[src/rtl/left_to_right_expression_evaluator_defines.svh]
// Assertion macros used by the expression evaluator top level.
`ifndef LEFT_TO_RIGHT_EXPRESSION_EVALUATOR_DEFINES_SVH
`define LEFT_TO_RIGHT_EXPRESSION_EVALUATOR_DEFINES_SVH

// Same-cycle implication, checked on every rising clock edge outside reset.
`define LTREXP_ASSERT_IMP(label, clk, rst, ante, cons, msg) \
   label: assert property (@(posedge clk) disable iff (rst) (ante) |-> (cons)) \
      else $error(msg);

// Next-cycle implication, checked on every rising clock edge outside reset.
`define LTREXP_ASSERT_NXT(label, clk, rst, ante, cons, msg) \
   label: assert property (@(posedge clk) disable iff (rst) (ante) |=> (cons)) \
      else $error(msg);

`endif

[src/rtl/ltrexp_pkg.sv]
// Types and character codes shared by the expression evaluator modules.
package ltrexp_pkg;

   typedef enum logic [1:0] {
      OP_ADD = 2'd0,
      OP_SUB = 2'd1,
      OP_MUL = 2'd2,
      OP_DIV = 2'd3
   } op_type;

   typedef struct packed {
      op_type op;
      logic   seen;
      logic   last;
   } cmd_ctl_type;

   localparam logic [7:0] CHAR_NUL   = 8'h00;
   localparam logic [7:0] CHAR_STAR  = 8'h2A;
   localparam logic [7:0] CHAR_PLUS  = 8'h2B;
   localparam logic [7:0] CHAR_MINUS = 8'h2D;
   localparam logic [7:0] CHAR_SLASH = 8'h2F;
   localparam logic [7:0] CHAR_ZERO  = 8'h30;
   localparam logic [7:0] CHAR_NINE  = 8'h39;

   // Must be a power of two so the queue pointers wrap naturally.
   localparam int QUEUE_DEPTH = 2;

endpackage

[src/rtl/ltrexp_front.sv]
// Front end: classifies characters, builds numbers and issues operation commands.
module ltrexp_front #(
   parameter int VALUE_WIDTH = 32
) (
   input  logic                     clock,
   input  logic                     reset,
   input  logic                     req_push,
   input  logic [7:0]               req_char_code,
   input  logic                     q_full,
   output logic                     q_push,
   output ltrexp_pkg::cmd_ctl_type  q_ctl,
   output logic [VALUE_WIDTH-1:0]   q_number
);

   logic [VALUE_WIDTH-1:0] cur_ff, cur_in;
   logic                   seen_ff, seen_in;
   ltrexp_pkg::op_type     pend_ff, pend_in;
   logic                   accept;
   logic [7:0]             digit;

   assign accept = req_push && !q_full;
   assign digit  = req_char_code - ltrexp_pkg::CHAR_ZERO;

   always_comb begin
      cur_in        = cur_ff;
      seen_in       = seen_ff;
      pend_in       = pend_ff;
      q_push        = 1'b0;
      q_ctl.op      = pend_ff;
      q_ctl.seen    = seen_ff;
      q_ctl.last    = (req_char_code == ltrexp_pkg::CHAR_NUL);
      q_number      = cur_ff;
      if (accept) begin
         unique case (req_char_code) inside
            [ltrexp_pkg::CHAR_ZERO:ltrexp_pkg::CHAR_NINE]: begin
               cur_in  = (cur_ff << 3) + (cur_ff << 1) + VALUE_WIDTH'(digit[3:0]);
               seen_in = 1'b1;
            end
            ltrexp_pkg::CHAR_NUL, ltrexp_pkg::CHAR_PLUS, ltrexp_pkg::CHAR_MINUS,
            ltrexp_pkg::CHAR_STAR, ltrexp_pkg::CHAR_SLASH: begin
               q_push  = 1'b1;
               cur_in  = '0;
               seen_in = 1'b0;
               unique case (req_char_code)
                  ltrexp_pkg::CHAR_PLUS:  pend_in = ltrexp_pkg::OP_ADD;
                  ltrexp_pkg::CHAR_MINUS: pend_in = ltrexp_pkg::OP_SUB;
                  ltrexp_pkg::CHAR_STAR:  pend_in = ltrexp_pkg::OP_MUL;
                  ltrexp_pkg::CHAR_SLASH: pend_in = ltrexp_pkg::OP_DIV;
                  default:                pend_in = ltrexp_pkg::OP_ADD;
               endcase
            end
            default: begin
               cur_in = cur_ff;
            end
         endcase
      end
   end

   always_ff @(posedge clock) begin
      if (reset) begin
         cur_ff  <= '0;
         seen_ff <= 1'b0;
         pend_ff <= ltrexp_pkg::OP_ADD;
      end else begin
         cur_ff  <= cur_in;
         seen_ff <= seen_in;
         pend_ff <= pend_in;
      end
   end

endmodule

[src/rtl/ltrexp_queue.sv]
// Short command queue between the front end and the execution unit.
module ltrexp_queue #(
   parameter int VALUE_WIDTH = 32
) (
   input  logic                     clock,
   input  logic                     reset,
   input  logic                     push,
   input  ltrexp_pkg::cmd_ctl_type  push_ctl,
   input  logic [VALUE_WIDTH-1:0]   push_number,
   input  logic                     pop,
   output logic                     full,
   output logic                     empty,
   output ltrexp_pkg::cmd_ctl_type  head_ctl,
   output logic [VALUE_WIDTH-1:0]   head_number
);

   localparam int PW = $clog2(ltrexp_pkg::QUEUE_DEPTH);
   localparam int CW = $clog2(ltrexp_pkg::QUEUE_DEPTH + 1);

   ltrexp_pkg::cmd_ctl_type ctl_mem [ltrexp_pkg::QUEUE_DEPTH];
   logic [VALUE_WIDTH-1:0]  num_mem [ltrexp_pkg::QUEUE_DEPTH];
   logic [PW-1:0]           wr_ptr_ff, rd_ptr_ff;
   logic [CW-1:0]           count_ff;
   logic                    do_push, do_pop;

   assign full        = (count_ff == CW'(ltrexp_pkg::QUEUE_DEPTH));
   assign empty       = (count_ff == '0);
   assign do_push     = push && !full;
   assign do_pop      = pop && !empty;
   assign head_ctl    = ctl_mem[rd_ptr_ff];
   assign head_number = num_mem[rd_ptr_ff];

   always_ff @(posedge clock) begin
      if (do_push) begin
         ctl_mem[wr_ptr_ff] <= push_ctl;
         num_mem[wr_ptr_ff] <= push_number;
      end
   end

   always_ff @(posedge clock) begin
      if (reset) begin
         wr_ptr_ff <= '0;
         rd_ptr_ff <= '0;
         count_ff  <= '0;
      end else begin
         if (do_push) begin
            wr_ptr_ff <= wr_ptr_ff + PW'(1);
         end
         if (do_pop) begin
            rd_ptr_ff <= rd_ptr_ff + PW'(1);
         end
         if (do_push && !do_pop) begin
            count_ff <= count_ff + CW'(1);
         end else if (do_pop && !do_push) begin
            count_ff <= count_ff - CW'(1);
         end
      end
   end

endmodule

[src/rtl/ltrexp_back.sv]
// Execution unit: applies commands to the running result with a shared iterative unit.
module ltrexp_back #(
   parameter int VALUE_WIDTH = 32
) (
   input  logic                           clock,
   input  logic                           reset,
   input  logic                           q_empty,
   input  ltrexp_pkg::cmd_ctl_type        q_ctl,
   input  logic [VALUE_WIDTH-1:0]         q_number,
   output logic                           q_pop,
   input  logic                           rsp_pop,
   output logic                           rsp_empty,
   output logic signed [VALUE_WIDTH-1:0]  rsp_value
);

   localparam int W  = VALUE_WIDTH;
   localparam int CW = $clog2(VALUE_WIDTH);

   typedef enum logic [1:0] {
      ST_IDLE,
      ST_MUL,
      ST_DIV,
      ST_DIV_END
   } state_type;

   state_type       state_ff, state_in;
   logic [W-1:0]    acc_ff, acc_in;
   logic [W-1:0]    a_ff, a_in;
   logic [W-1:0]    b_ff, b_in;
   logic [W:0]      r_ff, r_in;
   logic [CW-1:0]   cnt_ff, cnt_in;
   logic            neg_ff, neg_in;
   logic            last_ff, last_in;
   logic            out_valid_ff, out_valid_in;
   logic [W-1:0]    out_value_ff, out_value_in;
   logic            finish, is_last;
   logic [W-1:0]    res;
   logic [W:0]      rem_shift;
   logic            ge;

   assign rsp_empty = !out_valid_ff;
   assign rsp_value = $signed(out_value_ff);
   assign rem_shift = {r_ff[W-1:0], a_ff[W-1]};
   assign ge        = (rem_shift >= {1'b0, b_ff});

   always_comb begin
      state_in     = state_ff;
      acc_in       = acc_ff;
      a_in         = a_ff;
      b_in         = b_ff;
      r_in         = r_ff;
      cnt_in       = cnt_ff;
      neg_in       = neg_ff;
      last_in      = last_ff;
      out_valid_in = out_valid_ff;
      out_value_in = out_value_ff;
      q_pop        = 1'b0;
      finish       = 1'b0;
      is_last      = last_ff;
      res          = acc_ff;

      if (out_valid_ff && rsp_pop) begin
         out_valid_in = 1'b0;
      end

      unique case (state_ff)
         ST_IDLE: begin
            if (!q_empty && !(q_ctl.last && out_valid_ff)) begin
               q_pop   = 1'b1;
               last_in = q_ctl.last;
               is_last = q_ctl.last;
               finish  = 1'b1;
               if (q_ctl.seen) begin
                  unique case (q_ctl.op)
                     ltrexp_pkg::OP_ADD: res = acc_ff + q_number;
                     ltrexp_pkg::OP_SUB: res = acc_ff - q_number;
                     ltrexp_pkg::OP_MUL: begin
                        finish   = 1'b0;
                        state_in = ST_MUL;
                        a_in     = acc_ff;
                        b_in     = q_number;
                        r_in     = '0;
                        cnt_in   = '0;
                     end
                     ltrexp_pkg::OP_DIV: begin
                        if (q_number != '0) begin
                           finish   = 1'b0;
                           state_in = ST_DIV;
                           a_in     = acc_ff[W-1] ? -acc_ff : acc_ff;
                           b_in     = q_number[W-1] ? -q_number : q_number;
                           r_in     = '0;
                           cnt_in   = '0;
                           neg_in   = acc_ff[W-1] ^ q_number[W-1];
                        end
                     end
                     default: res = acc_ff;
                  endcase
               end
            end
         end
         ST_MUL: begin
            r_in   = {1'b0, b_ff[0] ? (r_ff[W-1:0] + a_ff) : r_ff[W-1:0]};
            a_in   = a_ff << 1;
            b_in   = b_ff >> 1;
            cnt_in = cnt_ff + CW'(1);
            if (cnt_ff == CW'(W - 1)) begin
               finish   = 1'b1;
               res      = r_in[W-1:0];
               state_in = ST_IDLE;
            end
         end
         ST_DIV: begin
            r_in   = ge ? (rem_shift - {1'b0, b_ff}) : rem_shift;
            a_in   = {a_ff[W-2:0], ge};
            cnt_in = cnt_ff + CW'(1);
            if (cnt_ff == CW'(W - 1)) begin
               state_in = ST_DIV_END;
            end
         end
         ST_DIV_END: begin
            finish   = 1'b1;
            res      = neg_ff ? -a_ff : a_ff;
            state_in = ST_IDLE;
         end
         default: state_in = ST_IDLE;
      endcase

      if (finish) begin
         if (is_last) begin
            out_valid_in = 1'b1;
            out_value_in = res;
            acc_in       = '0;
         end else begin
            acc_in = res;
         end
      end
   end

   always_ff @(posedge clock) begin
      if (reset) begin
         state_ff     <= ST_IDLE;
         acc_ff       <= '0;
         out_valid_ff <= 1'b0;
      end else begin
         state_ff     <= state_in;
         acc_ff       <= acc_in;
         out_valid_ff <= out_valid_in;
      end
      a_ff         <= a_in;
      b_ff         <= b_in;
      r_ff         <= r_in;
      cnt_ff       <= cnt_in;
      neg_ff       <= neg_in;
      last_ff      <= last_in;
      out_value_ff <= out_value_in;
   end

endmodule

[src/rtl/left_to_right_expression_evaluator.sv]
// Top level of the left-to-right expression evaluator.
// The evaluator reads an expression one ASCII character per transfer and returns
// one result transfer when the terminating NUL arrives. Digits, spaces and other
// ignored characters are taken one per cycle by the front end while the command
// queue is not full; the front end builds the decimal number itself. Each
// operator or NUL becomes a command in a two-entry queue that the execution unit
// drains: a command without a number, an addition or a subtraction is applied
// directly from the idle state, a multiplication runs in the shift-add unit and a
// division in the restoring divider, one bit per cycle. When every operation is a
// multiplication or division, operator characters wait whenever the queue is
// full while the unit is busy. The result waits in an output register while the
// evaluator keeps accepting the next expression.
`include "left_to_right_expression_evaluator_defines.svh"

module left_to_right_expression_evaluator #(
   parameter int VALUE_WIDTH = 32
) (
   input  logic                           clock,
   input  logic                           reset,
   input  logic                           req_push,
   output logic                           req_full,
   input  logic [7:0]                     req_char_code,
   input  logic                           rsp_pop,
   output logic                           rsp_empty,
   output logic signed [VALUE_WIDTH-1:0]  rsp_value
);

   logic                     f_push;
   ltrexp_pkg::cmd_ctl_type  f_ctl;
   logic [VALUE_WIDTH-1:0]   f_number;
   logic                     q_full, q_empty, q_pop;
   ltrexp_pkg::cmd_ctl_type  q_ctl;
   logic [VALUE_WIDTH-1:0]   q_number;

   assign req_full = q_full;

   ltrexp_front #(
      .VALUE_WIDTH (VALUE_WIDTH)
   ) u_front (
      .clock         (clock),
      .reset         (reset),
      .req_push      (req_push),
      .req_char_code (req_char_code),
      .q_full        (q_full),
      .q_push        (f_push),
      .q_ctl         (f_ctl),
      .q_number      (f_number)
   );

   ltrexp_queue #(
      .VALUE_WIDTH (VALUE_WIDTH)
   ) u_queue (
      .clock       (clock),
      .reset       (reset),
      .push        (f_push),
      .push_ctl    (f_ctl),
      .push_number (f_number),
      .pop         (q_pop),
      .full        (q_full),
      .empty       (q_empty),
      .head_ctl    (q_ctl),
      .head_number (q_number)
   );

   ltrexp_back #(
      .VALUE_WIDTH (VALUE_WIDTH)
   ) u_back (
      .clock     (clock),
      .reset     (reset),
      .q_empty   (q_empty),
      .q_ctl     (q_ctl),
      .q_number  (q_number),
      .q_pop     (q_pop),
      .rsp_pop   (rsp_pop),
      .rsp_empty (rsp_empty),
      .rsp_value (rsp_value)
   );

   `LTREXP_ASSERT_IMP(a_no_push_full, clock, reset, q_full, !f_push, "command pushed into a full queue")
   `LTREXP_ASSERT_IMP(a_pop_nonempty, clock, reset, q_pop, !q_empty, "command popped from an empty queue")
   `LTREXP_ASSERT_IMP(a_last_out_free, clock, reset, q_pop && q_ctl.last, rsp_empty, "final command taken while a result is still waiting")
   `LTREXP_ASSERT_NXT(a_nul_queued, clock, reset, req_push && !req_full && (req_char_code == ltrexp_pkg::CHAR_NUL), !q_empty, "terminator transfer did not reach the queue")

endmodule

[config.mk]
export PLATFORM = sky130hd
export DESIGN_NAME = left_to_right_expression_evaluator
export DESIGN_NICKNAME = d
export VERILOG_FILES = /design/src/rtl/ltrexp_pkg.sv /design/src/rtl/ltrexp_front.sv /design/src/rtl/ltrexp_queue.sv /design/src/rtl/ltrexp_back.sv /design/src/rtl/left_to_right_expression_evaluator.sv
export VERILOG_INCLUDE_DIRS = /design/src /design/src/rtl
export SDC_FILE = /design/constraint.sdc
export NUM_CORES = 1
export LEC_CHECK = 0
export BUFFER_PORTS_ARGS = -buffer_cell sky130_fd_sc_hd__buf_2
export CAP_MARGIN = 20
export CORE_MARGIN = 5
export CORE_UTILIZATION = 56
export CTS_BUF_LIST = sky130_fd_sc_hd__clkbuf_4 sky130_fd_sc_hd__clkbuf_8
export DETAILED_ROUTE_END_ITERATION = 6
export PLACE_DENSITY = 0.72
export SETUP_SLACK_MARGIN = 0.02
export SLEW_MARGIN = 20
export SYNTH_ARGS = -nofsm -noshare
export SYNTH_HDL_FRONTEND = slang
export SYNTH_HIERARCHICAL = 1
export SYNTH_SLANG_ARGS = --single-unit
export TNS_END_PERCENT = 30
[constraint.sdc]
create_clock -name clock -period 15.2 [get_ports clock]
set_input_delay 0.76 -clock clock [delete_from_list [all_inputs] [get_ports clock]]
set_output_delay 0.76 -clock clock [all_outputs]
set_load 0.05 [all_outputs]
== Word level (Yosys, flattened, before mapping) ==
Memories as Yosys holds them, arrays and structs flattened. A register that Yosys moved wholly into a read port is not among the register bits.
Index checks and enable logic that the tools add are counted.

* Bits in registers: 209
* RAM bits: 72
* Bits of input ports: 12
* Word-level logic and storage cells: 154
* Memories: 2

{| class="wikitable"
|+ Memory list
! memory !! words !! width !! rd ports !! clocked after Yosys merged registers in !! wr ports !! RTL line !! RTL
|-
| u_queue.num_mem || 2 || 32 || 1 || 1 || 1 || ltrexp_queue.sv:21 || <nowiki>logic [VALUE_WIDTH-1:0] num_mem [ltrexp_pkg::QUEUE_DEPTH];</nowiki>
|-
| u_queue.ctl_mem || 2 || 4 || 1 || 1 || 1 || ltrexp_queue.sv:20 || <nowiki>ltrexp_pkg::cmd_ctl_type ctl_mem [ltrexp_pkg::QUEUE_DEPTH];</nowiki>
|}

* Add/sub/neg operators: 15
* Magnitude comparators: 3
* Eq/ne operators: 18
* Multiplexer cells: 64
* Bitwise logic cells: 1
* Reduce and logical (&&, ||, !) cells: 35

{| class="wikitable"
|+ Operators by type and width
! operator !! count
|-
| 32-bit 2-to-1 mux || 18
|-
| 32-bit one-hot mux with 2 select lines || 6
|-
| 32-bit one-hot mux with 3 select lines || 3
|-
| 32-bit adder || 3
|-
| 32-bit negator || 3
|-
| 32-bit subtractor || 2
|-
| 33-bit by 32-bit greater-or-equal comparator with 1-bit output || 1
|-
| 32-bit by 4-bit adder with 32-bit output || 1
|-
| 8-bit by 6-bit equality test with 1-bit output, second input constant || 4
|-
| 32-bit nonzero test || 1
|-
| 5-bit one-hot mux with 2 select lines || 2
|-
| 5-bit AND reduction || 4
|-
| 1-bit 2-to-1 mux || 19
|-
| 5-bit 2-to-1 mux || 3
|-
| 2-bit 2-to-1 mux || 7
|-
| 2-bit equality test, second input constant || 5
|-
| 1-bit logical AND || 9
|-
| 8-bit by 6-bit greater-or-equal comparator with 1-bit output, second input constant || 1
|-
| 8-bit by 6-bit <= comparator with 1-bit output, second input constant || 1
|-
| 8-bit logical NOT || 1
|-
| 2-bit one-hot mux with 4 select lines || 1
|-
| 2-bit nonzero test || 4
|-
| 1-bit logical NOT || 6
|-
| 2-bit logical NOT || 3
|-
| 21 further kinds || 28
|}

== Logic depth before layout (Yosys ltp) ==
* Depth after elaboration: 9
* Gate-level depth with buffers: 24

== Cells and area by module ==
Netlist, hierarchy kept.

{| class="wikitable"
|+ By module, submodules not included
! module !! times used !! cells an instance !! area an instance (µm²) !! seq. area each (µm²)
|-
| ltrexp_back || 1 || 1,921 || 15,660.0 || 4,744.6
|-
| ltrexp_front || 1 || 407 || 3,223.1 || 700.7
|-
| ltrexp_queue || 1 || 137 || 2,807.7 || 2,262.2
|}

== Least setup slack after synthesis ==
No wires, ideal clock.

* Path type: register -> register
* From: reg (tool-made name)
* To: reg u_back.out_value_ff[31], in the netlist u_back/rsp_value[31], data pin
* Setup time: 0.266 ns
* Data arrival time: 4.846 ns
* Required time: 14.934 ns
* Slack: 10.088 ns
* Stages on the path, launching flop included: 25
* Buffers on the path: 3
* Cell sequence: dfxtp_1 buf_4 buf_2 mux2_2 nor3_1 and3_1 and2_1 clkbuf_1 nand3_1 nor4_1 nand2b_1 nor3_1 nor2_1 xnor2_1 ha_1 a21oi_1 o21ai_0 a211oi_1 o21bai_1 a21oi_1 o2111ai_1 o22ai_1 a22oi_1 a21oi_1 a21oi_1

{| class="wikitable"
|+ RTL lines
! item !! RTL line !! RTL
|-
| to (signal assigned) || ltrexp_back.sv:155 || <nowiki>out_value_ff <= out_value_in;</nowiki>
|-
| to (decl) || ltrexp_back.sv:35 || <nowiki>logic [W-1:0] out_value_ff, out_value_in;</nowiki>
|}

==> metrics.md <==
| Metric | Value |
|---|---|
| First DRT Iteration DRCs | `2,275` |
| Crit-path max FO | `36` |
| Grt ovf | `0` |
| Syn_nets | `2,646` |
| Synth top area cells | `edfxtp_1 29%, ha_1 9.5%, dfxtp_1 7.0%` |
| CP startpoint kind | `flop` |
| Main synth FF type | `edfxtp_1` |
| Post-DRT Antenna Nets | `0` |
| Final Setup Violations | `0` |
| Clock skew | `0.0330 ns` |
| First-pass GRT wire length | `110,000 um` |
| Synth Area per Inst | `8.80 um^2` |
| Top cells by count, synth | `289 x nand2_1, 222 x o21ai_0, 206 x edfxtp_1` |
| Die area | `42,800 um^2` |
| Initial antenna violation count | `1` |
| Placed insts | `2,950` |
| Sw Pwr | `1.39 mW` |
| Worst hold path startpoint | `rsp_pop` |
| GP Congestion | `1.02` |
| Pins over their slew limit | `0` |
| RSZ-0062 raised after global routing | `no` |
| Syn-to-layout area delta | `8.65%` |
| Post-place setup slack | `9.14 ns` |
| Worst VDD drop | `98.8 uV` |
| Clk slew on worst S/H paths | `0.06 ns` |
| Switching portion of total power | `0.420` |
| Worst-margin pin slew | `1.10 ns` |
| Static leakage | `9.46 nW` |
| CTS tree | `done` |
| CTS H-tree lvls | `2` |
| Status | `completed` |
| Top-area cell type share of the netlist area | `0.285` |
| Estimated wirelength of the detail-placed design | `56,600 um` |
| Max Cap Viol | `0` |
| CTS Root Cell | `clkbuf_8` |
| Total power | `3.32 mW` |
| Cell count of the worst reg-to-reg path | `22` |
| DR vias/cell | `6.45` |
| TritonCTS buffer count | `51` |
| Final WL | `73,500 um` |
| Cell Int Power | `1.92 mW` |
| Post-layout min period | `6.29 ns` |
| Slew headroom | `0.261` |
| WL/cell | `24.1 um` |
| Pin count of the biggest net entering global routing | `71` |
| Rows | `72` |
| Post-CTS resize count | `0` |
| Hold Crit Class | `in2reg` |
| Post-CTS Setup Bufs | `0` |
| Final Hold Viols | `0` |
| R2R Setup Slk | `8.91 ns` |
| Final worst path period share | `0.414` |
| Critical path endpoint category | `flop` |
| Area leader, netlist | `edfxtp_1` |
| Fin Setup TNS | `0 ns` |
| Port Buf Inserts | `45` |
| Post-synth EDFFs | `206` |
| IO Count | `46` |
| Warning count from the yosys run | `6` |
| Core area | `38,500 um^2` |
| Nets@finish | `2,666` |
| Initial Utilization | `0.564` |
| Critical Path AT | `6.64 ns` |
| CP required | `15.56 ns` |
| WHS Path Cells | `3` |
| Proportion of layout cells with a drive suffix above 1 | `0.0918` |
| Vias in the first global route | `18,600` |
| Worst-case clock buffer depth | `3` |
| Seq pwr share | `0.326` |
| Ys async rst share | `0` |
| Total Routing Usage GR | `0.338` |
| Vias | `19,700` |
| Most instantiated library cell after synthesis | `nand2_1` |
| Worst Hold Slack | `0.435 ns` |
| CTS sink cnt | `282` |
| Combinational power share | `0.419` |
| Finished Layout Cells | `3,046` |
| Clock Power Share | `0.254` |
| Cell Area, Synth | `21,700 um^2` |
| # DRC | `0` |
| Netlist cell types | `86` |
| CP Class | `reg2reg` |
| Cell Pwr Density | `141 nW/um^2` |
| Clk Latency, worst-skew pair | `0.64 ns` |
| Sequential area share after synthesis | `0.355` |
| Hold_buf cts | `0` |
| DIE WIDTH | `207 um` |
| Height of the die | `207 um` |
| Final WS setup | `8.91 ns` |
| Register bit total from synthesis | `282` |
| Diodes inserted | `0` |
| Achievable frequency | `159 MHz` |
| Synth Instances | `2,465` |
| Pre-Repair DR Iteration Count | `6` |
-- worst paths after layout --
| check | endpoint |
|---|---|
| max | u_back/rsp_value[31]$_DFFE_PP_ |
| min | u_back/out_valid_ff$_SDFF_PP0_ |
| max reg2reg | u_back/rsp_value[31]$_DFFE_PP_ |
| min reg2reg | u_queue/ctl_mem[0][1]$_DFFE_PP_ |
-- worst max-delay path, cell delays in order (launching register included) --
cell	delay [ns]
dfxtp_1	0.31
buf_4	0.40
mux2_2	0.45
nor3_1	0.35
and3_1	0.25
and2_1	0.25
nand3_1	0.14
nor4_1	0.57
nand2b_1	0.24
nor3_1	0.40
nor2_1	0.10
xnor2_1	0.24
ha_1	0.34
a21oi_1	0.28
o21ai_0	0.17
a211oi_1	0.37
o21bai_1	0.16
a21oi_1	0.18
o2111ai_1	0.17
o22ai_1	0.21
a22oi_1	0.10
a21oi_1	0.22
a21oi_1	0.08
-- area by class of cell --
cell class,count,area (um^2)
Fill cell,3345,14900
Multi-Input combinational cell,1972,13200
Sequential cell,282,7710
Clock buffer,63,842
Tap cell,518,648
Inverter,109,409
Timing Repair Buffer,69,405
Clock inverter,33,362
-- layout by cell type, fill, tap and decap left out, types with 41 or more instances in the layout --
cell and n:
a21o_1 57, mux2_2 41, buf_2 45, ha_1 163
mux2i_1 52, xnor2_1 132, nand3_1 54, nand2_1 288
xor2_1 93, a21oi_1 189, o21ai_0 222, clkbuf_8 59
dfxtp_1 76, edfxtp_1 206, inv_1 106, nor2_1 184
-- metal layers --
layer  global-route usage  up-vias  part of all wire
met1                0.450     9334              0.41
met3               0.0714      188             0.095
li1                     -     9136                 -
met2                0.529      999              0.44
met4                0.160        0             0.052
met5                    0        -                 0
-- stage by stage --
step / cell area, um^2 / util
final: 23600 / 0.613
after global routing: 23600 / 0.613
after CTS: 23600 / 0.612
after detailed placement: 22400 / 0.581
after global placement: 22300 / 0.581
after floorplan: 21700 / -
-- registers in the layout, indices dropped and copies added (netlist names), named ones only --
name and count:
u_back/neg_ff 1, u_back/cnt_ff 5, u_back/state_ff 2, u_queue/ctl_mem 8, u_back/out_valid_ff 1, u_back/last_ff 1, u_front/pend_ff 2, u_back/acc_ff 32
u_back/b_ff 32, u_front/seen_ff 1, u_back/r_ff 32, u_front/q_number 32, u_queue/rd_ptr_ff 1, u_back/a_ff 32, u_queue/num_mem 64, u_back/rsp_value 32
u_queue/count_ff 2, u_queue/wr_ptr_ff 1
-- cells by family (layout without fill, tap and decap cells) --
family	count (synthesis)	count (layout)	share of synthesized area
flops	282	282	0.355
compound gates	749	749	0.217
xor+xnor	225	225	0.0909
simple gates	736	736	0.155
fa+ha+maj	169	169	0.0992
mux	93	93	0.0453
buf+inv	211	274	0.0377
-- power groups by stage --
stage                     Combinational [mW]  Clock (mW)  Sequential [mW]
after detailed placement                1.35           0             1.09
final                                   1.39       0.844             1.08
after global routing                    1.50       0.894             1.09
after CTS                               1.36       0.858             1.08
after floorplan                        0.976           0             1.03
after global placement                  1.33           0             1.09
(Power assumes the default switching activity.)
